`config.mk`:
```
export PLATFORM = sky130hd
export DESIGN_NAME = adc_channel_scale_lowpass_core
export DESIGN_NICKNAME = d
export VERILOG_FILES = /design/src/design/acsl_pkg.sv /design/src/design/acsl_cfg_regs.sv /design/src/design/acsl_mul.sv /design/src/design/acsl_seq.sv /design/src/design/adc_channel_scale_lowpass_core.sv
export SDC_FILE = /design/constraint.sdc
export NUM_CORES = 2
export LEC_CHECK = 0
export BUFFER_PORTS_ARGS = -buffer_cell sky130_fd_sc_hd__buf_2
export CORE_ASPECT_RATIO = 0.6
export CORE_MARGIN = 2
export CORE_UTILIZATION = 25
export CTS_BUF_LIST = sky130_fd_sc_hd__clkbuf_16
export DETAILED_ROUTE_END_ITERATION = 10
export GPL_TIMING_DRIVEN = 1
export PLACE_DENSITY = 0.39
export SETUP_SLACK_MARGIN = 0.2
export SLEW_MARGIN = 0
export SYNTH_ARGS = -nofsm -noshare
export SYNTH_HDL_FRONTEND = slang
export SYNTH_SLANG_ARGS = --single-unit
```
`constraint.sdc`:
```
create_clock -name aclk -period 10.25 [get_ports aclk]
set_input_delay 1.025 -clock aclk [delete_from_list [all_inputs] [get_ports aclk]]
set_output_delay 1.025 -clock aclk [all_outputs]
set_load 0.05 [all_outputs]
```
`src/design/acsl_pkg.sv`:
```
package acsl_pkg;

    localparam int NUM_COEF_REGS = 5;
    localparam int CFG_INDEX_W   = 3;
    localparam int CFG_DATA_W    = 64;

    localparam logic [CFG_INDEX_W-1:0] REG_CHAN0_COEFS = 3'd0;
    localparam logic [CFG_INDEX_W-1:0] REG_DIFF_TWOS   = 3'd5;

    localparam logic [2:0] SE_CHANNEL = 3'd2;

    localparam logic signed [23:0] ONE_Q12     = 24'sd4096;
    localparam logic signed [23:0] NEG_ONE_Q12 = -24'sd4096;
    localparam logic signed [23:0] Q24_MAX     = 24'sd8388607;
    localparam logic signed [23:0] Q24_MIN     = -24'sd8388608;
    localparam logic [11:0] CODE_SIGN          = 12'h800;
    localparam logic signed [12:0] CODE_BIAS   = 13'sd2048;

    localparam int MUL_A_W = 25;
    localparam int MUL_B_W = 17;
    localparam int PROD_W  = MUL_A_W + MUL_B_W;

    typedef logic [CFG_DATA_W-1:0] coef_word_t;

    typedef struct packed {
        coef_word_t [NUM_COEF_REGS-1:0] coef;
        logic                           twos;
    } cfg_t;

    typedef struct packed {
        logic                       en;
        logic signed [MUL_A_W-1:0]  a;
        logic signed [MUL_B_W-1:0]  b;
    } mul_req_t;

endpackage

```
`src/design/acsl_cfg_regs.sv`:
```
module acsl_cfg_regs (
    input  logic                               aclk,
    input  logic                               aresetn,
    input  logic                               cfg_we,
    input  logic [acsl_pkg::CFG_INDEX_W-1:0]   cfg_index,
    input  logic [acsl_pkg::CFG_DATA_W-1:0]    cfg_data,
    output acsl_pkg::cfg_t                     cfg
);

    acsl_pkg::coef_word_t [acsl_pkg::NUM_COEF_REGS-1:0] coef_reg;
    logic                                               twos_reg;

    always_ff @(posedge aclk) begin
        if (!aresetn) begin
            coef_reg <= '0;
            twos_reg <= 1'b1;
        end else if (cfg_we) begin
            if (cfg_index < acsl_pkg::CFG_INDEX_W'(acsl_pkg::NUM_COEF_REGS)) begin
                coef_reg[cfg_index - acsl_pkg::REG_CHAN0_COEFS] <= cfg_data;
            end else if (cfg_index == acsl_pkg::REG_DIFF_TWOS) begin
                twos_reg <= cfg_data[0];
            end
        end
    end

    assign cfg.coef = coef_reg;
    assign cfg.twos = twos_reg;

endmodule

```
`src/design/acsl_mul.sv`:
```
module acsl_mul (
    input  logic                                    aclk,
    input  acsl_pkg::mul_req_t                      req,
    output logic signed [acsl_pkg::PROD_W-1:0]      prod
);

    logic signed [acsl_pkg::PROD_W-1:0] prod_reg;

    always_ff @(posedge aclk) begin
        if (req.en) begin
            prod_reg <= acsl_pkg::PROD_W'(req.a) * acsl_pkg::PROD_W'(req.b);
        end
    end

    assign prod = prod_reg;

endmodule

```
`src/design/acsl_seq.sv`:
```
module acsl_seq #(
    parameter int LIMIT = 5
) (
    input  logic                                aclk,
    input  logic                                aresetn,
    input  acsl_pkg::cfg_t                      cfg,
    input  logic                                s_tvalid,
    output logic                                s_tready,
    input  logic [23:0]                         s_tdata,
    input  logic                                s_tuser,
    output logic                                m_tvalid,
    input  logic                                m_tready,
    output logic [63:0]                         m_tdata,
    output logic                                m_tuser,
    output acsl_pkg::mul_req_t                  mul_req,
    input  logic signed [acsl_pkg::PROD_W-1:0]  prod
);

    localparam int IDX_W = (LIMIT > 1) ? $clog2(LIMIT) : 1;

    localparam logic [1:0] ST_IDLE = 2'd0;
    localparam logic [1:0] ST_ADD1 = 2'd1;
    localparam logic [1:0] ST_MUL2 = 2'd2;
    localparam logic [1:0] ST_DONE = 2'd3;

    logic [1:0]              state_reg, state_next;
    logic [2:0]              ch_reg;
    logic signed [12:0]      dcode_reg;
    logic signed [23:0]      x_reg;
    logic [LIMIT-1:0]        seeded_reg;
    logic signed [23:0]      store_mem [LIMIT];
    logic                    m_tvalid_reg;
    logic [63:0]             m_tdata_reg;
    logic                    m_tuser_reg;

    logic                    accept, in_range, take_sample, out_free, finish;
    logic [2:0]              in_ch;
    logic [11:0]             in_code;
    logic signed [12:0]      in_dcode;
    acsl_pkg::coef_word_t    coef_in, coef_cur;
    logic [IDX_W-1:0]        idx;
    logic signed [23:0]      y_cur, offset, x_sat, x_clamp, f_sat, y_new;
    logic signed [43:0]      acc, fadd;
    logic signed [33:0]      acc_rnd, fsum;
    logic signed [27:0]      f_rnd;
    logic signed [24:0]      diff;

    function automatic logic signed [23:0] sat24(input logic signed [33:0] v);
        logic signed [23:0] r;
        if (v > 34'(acsl_pkg::Q24_MAX)) begin
            r = acsl_pkg::Q24_MAX;
        end else if (v < 34'(acsl_pkg::Q24_MIN)) begin
            r = acsl_pkg::Q24_MIN;
        end else begin
            r = v[23:0];
        end
        return r;
    endfunction

    assign s_tready    = (state_reg == ST_IDLE);
    assign accept      = s_tvalid && s_tready;
    assign in_ch       = s_tdata[2:0];
    assign in_code     = s_tdata[14:3];
    assign in_range    = (in_ch < 3'(LIMIT));
    assign take_sample = accept && !s_tuser && in_range;

    always_comb begin
        if (in_ch == acsl_pkg::SE_CHANNEL) begin
            in_dcode = {1'b0, in_code};
        end else if (cfg.twos) begin
            in_dcode = {in_code[11], in_code};
        end else begin
            in_dcode = $signed({1'b0, in_code}) - acsl_pkg::CODE_BIAS;
        end
    end

    assign coef_in  = in_range ? cfg.coef[in_ch] : '0;
    assign coef_cur = cfg.coef[ch_reg];
    assign idx      = ch_reg[IDX_W-1:0];
    assign y_cur    = store_mem[idx];
    assign offset   = coef_cur[39:16];

    // scale and round: gain*code + offset*1024 at 22 fraction bits
    assign acc     = 44'(prod) + (44'(offset) <<< 10) + 44'sd512;
    assign acc_rnd = acc[43:10];
    assign x_sat   = sat24(acc_rnd);

    always_comb begin
        x_clamp = x_sat;
        if (ch_reg == acsl_pkg::SE_CHANNEL) begin
            if (x_sat > acsl_pkg::ONE_Q12) begin
                x_clamp = acsl_pkg::ONE_Q12;
            end else if (x_sat < acsl_pkg::NEG_ONE_Q12) begin
                x_clamp = acsl_pkg::NEG_ONE_Q12;
            end
        end
    end

    assign diff  = 25'(x_reg) - 25'(y_cur);
    assign fadd  = 44'(prod) + 44'sd32768;
    assign f_rnd = fadd[43:16];
    assign fsum  = 34'(y_cur) + 34'(f_rnd);
    assign f_sat = sat24(fsum);
    assign y_new = seeded_reg[idx] ? f_sat : x_reg;

    always_comb begin
        mul_req.en = take_sample || (state_reg == ST_MUL2);
        if (state_reg == ST_MUL2) begin
            mul_req.a = diff;
            mul_req.b = {1'b0, coef_cur[15:0]};
        end else begin
            mul_req.a = 25'(signed'(coef_in[63:40]));
            mul_req.b = 17'(in_dcode);
        end
    end

    assign out_free = !m_tvalid_reg || m_tready;
    assign finish   = (state_reg == ST_DONE) && out_free;

    always_comb begin
        state_next = state_reg;
        unique case (state_reg)
            ST_IDLE: if (take_sample) state_next = ST_ADD1;
            ST_ADD1: state_next = ST_MUL2;
            ST_MUL2: state_next = ST_DONE;
            ST_DONE: if (out_free) state_next = ST_IDLE;
            default: state_next = ST_IDLE;
        endcase
    end

    always_ff @(posedge aclk) begin
        if (!aresetn) begin
            state_reg    <= ST_IDLE;
            seeded_reg   <= '0;
            m_tvalid_reg <= 1'b0;
        end else begin
            state_reg <= state_next;
            if (accept && s_tuser) begin
                seeded_reg <= '0;
            end else if (finish) begin
                seeded_reg[idx] <= 1'b1;
            end
            if (finish) begin
                m_tvalid_reg <= 1'b1;
            end else if (m_tready) begin
                m_tvalid_reg <= 1'b0;
            end
        end
    end

    always_ff @(posedge aclk) begin
        if (take_sample) begin
            ch_reg    <= in_ch;
            dcode_reg <= in_dcode;
        end
        if (state_reg == ST_ADD1) begin
            x_reg <= x_clamp;
        end
        if (finish) begin
            store_mem[idx] <= y_new;
            m_tdata_reg    <= {y_new, x_reg, dcode_reg, ch_reg};
            m_tuser_reg    <= !seeded_reg[idx];
        end
    end

    assign m_tvalid = m_tvalid_reg;
    assign m_tdata  = m_tdata_reg;
    assign m_tuser  = m_tuser_reg;

    a_sample_starts: assert property (@(posedge aclk) disable iff (!aresetn)
        take_sample |=> state_reg == ST_ADD1)
        else $error("accepted sample did not start the sequence");

    a_result_from_done: assert property (@(posedge aclk) disable iff (!aresetn)
        $rose(m_tvalid_reg) |-> $past(state_reg) == ST_DONE)
        else $error("result raised outside the final step");

    a_clear_empties: assert property (@(posedge aclk) disable iff (!aresetn)
        (accept && s_tuser) |=> seeded_reg == '0)
        else $error("clear request left a filter seeded");

    a_busy_holds: assert property (@(posedge aclk) disable iff (!aresetn)
        (state_reg == ST_DONE && !out_free) |=> state_reg == ST_DONE)
        else $error("sequence left write-back while output stalled");

endmodule

```
`src/design/adc_channel_scale_lowpass_core.sv`:
```
// Channel   Direction  Ports                       Content
// s_        in         tvalid tready tdata tuser   sample or clear request
// m_        out        tvalid tready tdata tuser   scaled and filtered result
// cfg_      in         we index data               coefficient and format registers
//
// A sample request runs in order through accept with gain multiply, round and
// saturate, filter multiply and write-back, which share one multiplier.
// Clear and out-of-range requests give no result.
// Write-back waits while the output register holds an untaken result.
// Reset is synchronous, active low; filters start unseeded.
module adc_channel_scale_lowpass_core #(
    parameter int NUM_CHANNELS = 5
) (
    input  logic                               aclk,
    input  logic                               aresetn,
    input  logic                               s_tvalid,
    output logic                               s_tready,
    input  logic [23:0]                        s_tdata,   // channel[2:0], raw_word[14:3]
    input  logic                               s_tuser,   // mode
    output logic                               m_tvalid,
    input  logic                               m_tready,
    output logic [63:0]                        m_tdata,   // chan_out, decoded_code,
                                                          // scaled_value, filtered_value
    output logic                               m_tuser,   // filter was unseeded
    input  logic                               cfg_we,
    input  logic [acsl_pkg::CFG_INDEX_W-1:0]   cfg_index,
    input  logic [acsl_pkg::CFG_DATA_W-1:0]    cfg_data
);

    localparam int LIMIT = (NUM_CHANNELS < acsl_pkg::NUM_COEF_REGS) ?
                           NUM_CHANNELS : acsl_pkg::NUM_COEF_REGS;

    acsl_pkg::cfg_t                      cfg;
    acsl_pkg::mul_req_t                  mul_req;
    logic signed [acsl_pkg::PROD_W-1:0]  prod;

    acsl_cfg_regs u_cfg (
        .aclk      (aclk),
        .aresetn   (aresetn),
        .cfg_we    (cfg_we),
        .cfg_index (cfg_index),
        .cfg_data  (cfg_data),
        .cfg       (cfg)
    );

    acsl_mul u_mul (
        .aclk (aclk),
        .req  (mul_req),
        .prod (prod)
    );

    acsl_seq #(
        .LIMIT (LIMIT)
    ) u_seq (
        .aclk     (aclk),
        .aresetn  (aresetn),
        .cfg      (cfg),
        .s_tvalid (s_tvalid),
        .s_tready (s_tready),
        .s_tdata  (s_tdata),
        .s_tuser  (s_tuser),
        .m_tvalid (m_tvalid),
        .m_tready (m_tready),
        .m_tdata  (m_tdata),
        .m_tuser  (m_tuser),
        .mul_req  (mul_req),
        .prod     (prod)
    );

endmodule
```
* Word-level counts from Yosys, hierarchy flattened *
Memories as Yosys holds them, arrays and structs flattened. A register that Yosys moved wholly into a read port is not among the register bits.
Index checks and enable logic that the tools add are counted.

word-level totals
  register bits = 476
  bits of input ports = 97
  memory bits (writable) = 120
  output and inout port bits = 67
  memories = 1
  logic and storage cells = 96

cells by class
  muxes and demuxes = 31
  eq/ne operators = 8
  order comparisons = 13
  bitwise gates (word level) = 3
  $add $sub $neg = 6
  multiply operators = 1
  reductions and logical operators = 18

memory list
  memory           depth  width  rd ports  clocked after Yosys merged registers in  wr ports  RTL line        source
  u_seq.store_mem  5      24     1         1                                        1         acsl_seq.sv:31  logic signed [23:0] store_mem [LIMIT];

operators with widths
  kind                                                               count
  binary-select mux 64 bit (select 3 bit)                            2
  bitwise mux 320 bit                                                1
  demux 64 bit (select 3 bit)                                        1
  2-to-1 mux 24 bit                                                  8
  2-to-1 mux 64 bit                                                  3
  > comparator 34 x 24 -> 1 bit, second input constant               2
  < comparator 34 x 24 -> 1 bit, second input constant               2
  adder 44 x 11 -> 44 bit, second input constant                     1
  adder 42 x 17 -> 43 bit, second input constant                     1
  adder 42 x 34 -> 43 bit                                            1
  multiplier 25 x 17 -> 42 bit                                       1
  2-to-1 mux 42 bit                                                  1
  2-to-1 mux 40 bit                                                  1
  adder 24 x 27 -> 28 bit                                            1
  2-to-1 mux 13 bit                                                  2
  subtractor 24 x 24 -> 25 bit                                       1
  > comparator 24 x 14 -> 1 bit, second input constant               1
  < comparator 24 x 13 -> 1 bit, second input constant               1
  subtractor 12 x 12 -> 13 bit, second input constant                1
  < comparator 3 x 4 -> 1 bit, second input constant                 3
  case mux 2 bit (4 select lines)                                    1
  logical AND 1 bit                                                  7
  == test 3 x 2 -> 1 bit, second input constant                      2
  greater-or-equal comparator 3 x 1 -> 1 bit, second input constant  2
  other kinds (20)                                                   33

* Depth between registers and ports, before layout *
  depth after elaboration = 11
  depth in mapped cells = 46
  depth with buffers taken out = 45

* By module *
A second synthesis with hierarchy kept.

unflattened totals
  cells, all modules = 4361
  area, all modules = 44547.7 µm²

by module, submodules not included
  module         cells each  sequential area each (µm²)  area an instance (µm²)  instances
  acsl_seq       1543        6976.7                      16517.1                 1
  acsl_mul       1705        1261.2                      16233.1                 1
  acsl_cfg_regs  1113        6426.2                      11797.6                 1

* Worst setup path after synthesis *
No wires, ideal clock.

  path kind = register to register
  start = register (tool-made name)
  end = register u_mul.prod_reg (netlist bit u_mul.prod[41]), data pin
  path buffers = 2
  stages on the path, launching flop included = 44
  clock period less this slack = 10.571 ns
  setup time = 0.260 ns
  setup slack = -0.321 ns
  required time = 9.990 ns
  arrival time = 10.311 ns
  path through = dfxtp_1 -> clkbuf_1 -> buf_1 -> mux4_2 -> mux2i_1 -> ha_1 -> nor2b_1 -> o21ai_0 -> a21oi_1 -> o21ai_0 -> a21oi_1 -> o21a_1 -> o31ai_1 -> a2111oi_0 -> nor3_1 -> nor2_1 -> a31oi_1 -> xnor2_1 -> [... 8 more ...] -> fa_1 -> inv_1 -> fa_1 -> inv_1 -> ha_1 -> a21o_1 -> a21oi_1 -> o22ai_1 -> nor2_1 -> nor3b_1 -> a21oi_1 -> a31o_2 -> o2111a_1 -> o21bai_1 -> a21o_1 -> a21o_1 -> a21oi_1 -> xnor2_1

RTL lines
  what                  RTL line        source
  end signal, assigned  acsl_mul.sv:11  prod_reg <= acsl_pkg::PROD_W'(req.a) * acsl_pkg::PROD_W'(req.b);
  end, declared         acsl_mul.sv:7   logic signed [acsl_pkg::PROD_W-1:0] prod_reg;

==> reports/qor.yml <==
grt.overflow.total: 0
critPathCaptureType: "flop"
dp_slack_ns: -0.394
synth_edf_count: 258
synth_top_area_share_pct: 18.7
syn_area_um2: 44700
dr.first_iter.drc_count: 2411
cp_max_fo: 6
fin_worst_skew_ns: 0.0242
grt_max_degree: 101
gp_congestion: 0.888
port_buffers: 154
synth.most_common_cell: "nand2_1"
postLayoutCoreUtil_pct: 30.1
wl_mm: 163
ios: 164
startpoint_type: "flop"
cts_buffer_depth: 3
setup-violations-final: 0
dpl_cell_area_um2: 50500
crit_arrival_ns: 10.34
synth-main-ff-cell: "dfxtp_1"
grt_pass1_vias: 35000
worstHoldStart: "u_seq.dcode_reg[3]"
slew_headroom_pct: 16.8
htreeDepth: 3
postRouteAntennaNets: 0
multi_input_area_um2: 28000
yosys_warnings: 0
syn_avg_cell_area_um2: 9.37
grt_pass1_wl_mm: 241
ys_types: 99
worstMarginPinSlew_ns: 1.22
final_area_um2: 53500
r2r_cells: 46
syn_nets: 5476
ys_top_cells_by_area: "fa_1 19%, edfxtp_1 17%, dfxtp_1 15%, nand2_1 7.9%, a21boi_0 5.4%"
fp.dieH_um: 332
async_flop_share_pct: 0
post_drt_via_cell_ratio: 4.56
timing.final.crit_period_ns: 9.93
largest_reg_flops: 320
rows: 120
grt_setup_unrepaired: "yes"
path_clk_slew_ns: 0.06
post-route-period-util_pct: 96.9
cts_tree: "done"
start_util_pct: 25.1
hold_viol_final: 0
cts_made_buffers: 70
critPathCapture: "u_mul.prod[40]"
clkLatencyLatePin_ns: 0.67
p_leak_nw: 21.8
crit_top_cell: "buf_4"
critPathMaxStageDelay_ns: 0.56
syn_to_final_growth_pct: 19.7
drv_slew: 0
ys_ff_latch: 590
antenna_found_initial: 11
power.density_nw_per_um2: 270
dp_hpwl_mm: 124
fin_ws_ns: 0.320
worstSetupPathType: "flop to flop"
max_freq_ghz: 0.101
reg2reg_slack_ns: 0.32
required_ns: 10.66
nets: 5859
vias: 34600
cts-root-buf: "clkbuf_16"
synth_largest_area_cell: "fa_1"
drtPass1Iterations: 6
fillers: 18800
status: "completed"
drive_gt1_share_pct: 17.5
synth_common_cells: "937 x nand2_1, 574 x inv_1, 418 x fa_1"
slowest_stage: "fa_1"
drc: 0
power_mw: 14.4
hp-class: "flop to flop"
max-vdd-ir-drop_mv: 0.168
core-area_um2: 178000
r2r_end: "u_mul.prod[40]"
wire_per_inst_um: 21.5
seq_area_frac_synth_pct: 32.2
grtUsageTotal_pct: 17.8
syn-instance-count: 4773
die_x_um: 550
seq_area_um2: 14400
drv_cap: 0
cts_sinks: 590
die_area_um2: 182000
[layer usage]
layer | up-vias | GRT usage [%] | wire [um]
met5 | - | 0 | 0
met1 | 17200 | 28.1 | 85600
met2 | 761 | 24.0 | 63100
met4 | 0 | 2.71 | 2060
li1 | 16500 | - | -
met3 | 115 | 4.70 | 12500
[where the power goes]
group          switching (mW)  total (mW)  internal (mW)
registers               0.238        3.11           2.87
logic                    5.15        8.89           3.73
clock network            1.11        2.43           1.31
total                    6.50        14.4           7.92
[stage by stage]
| step | TNS, ns | instances | hold slack [ns] |
|---|---|---|---|
| final | 0 | 7594 | 0.418 |
| after floorplan | 0 | 4773 | 0.400 |
| after global placement | -0.764 | 7430 | 0.403 |
| after global routing | -0.201 | 7593 | 0.430 |
| after detailed placement | -1.07 | 7430 | 0.406 |
| after CTS | 0 | 7574 | 0.418 |
[cell type report]
cell class / count / area share, %
Multi-Input combinational cell: 3388 / 52.4
Sequential cell: 590 / 26.9
Timing Repair Buffer: 529 / 7.04
Tap cell: 2379 / 5.56
Inverter: 577 / 4.05
Clock buffer: 70 / 3.27
Clock inverter: 58 / 0.774
Antenna cell: 3 / 0.0140
[worst min path at each step]
stage / endpoint / slack (ns) / cells after the start
floorplan: u_seq.m_tdata[10] / 0.40 / 0
global placement: u_seq.m_tdata[4] / 0.40 / 0
detailed placement: u_seq.m_tdata[7] / 0.41 / 0
CTS: u_seq.m_tdata[6] / 0.42 / 0
global route: u_seq.m_tdata[11] / 0.43 / 0
finish: u_seq.m_tdata[6] / 0.42 / 0
[critical path: cells and delay by family, from the launching register on]
| family | cells | cell delay (ns) |
|---|---|---|
| XOR/XNOR | 2 | 0.28 |
| AO/OA/AOI/OAI | 17 | 2.51 |
| AND/OR/NAND/NOR | 3 | 0.37 |
| adder cells (fa/ha/maj) | 9 | 3.81 |
| buffers and inverters | 13 | 1.56 |
| flip-flops | 1 | 0.36 |
| multiplexers | 2 | 0.78 |
[cells by family after synthesis]
family                   after synthesis  synth area share [%]
XOR/XNOR                             156                  3.12
AND/OR/NAND/NOR                     1660                  16.1
adder cells (fa/ha/maj)              606                  24.0
flip-flops                           590                  32.2
buffers and inverters                795                  6.73
multiplexers                         127                  4.98
AO/OA/AOI/OAI                        839                  12.9
[cell usage in the layout (no fill, tap or decap), types with 153 or more instances in the layout]
cell      Yosys  layout
dfxtp_1     332     331
a21boi_0    322     322
buf_2         7     153
nand2_1     937     933
buf_4         4     346
ha_1        188     178
edfxtp_1    258     258
fa_1        418     399
inv_1       574     574
nor2_1      361     346
[what timing repair did]
item                       in CTS  in global routing
gates resized for setup        44                110
buffers inserted               16                 17
pin swaps                      41                 97
gates cloned                    0                  0
hold buffers                    0                  0
setup endpoints to repair      10                 13
(Power assumes the default switching activity.)
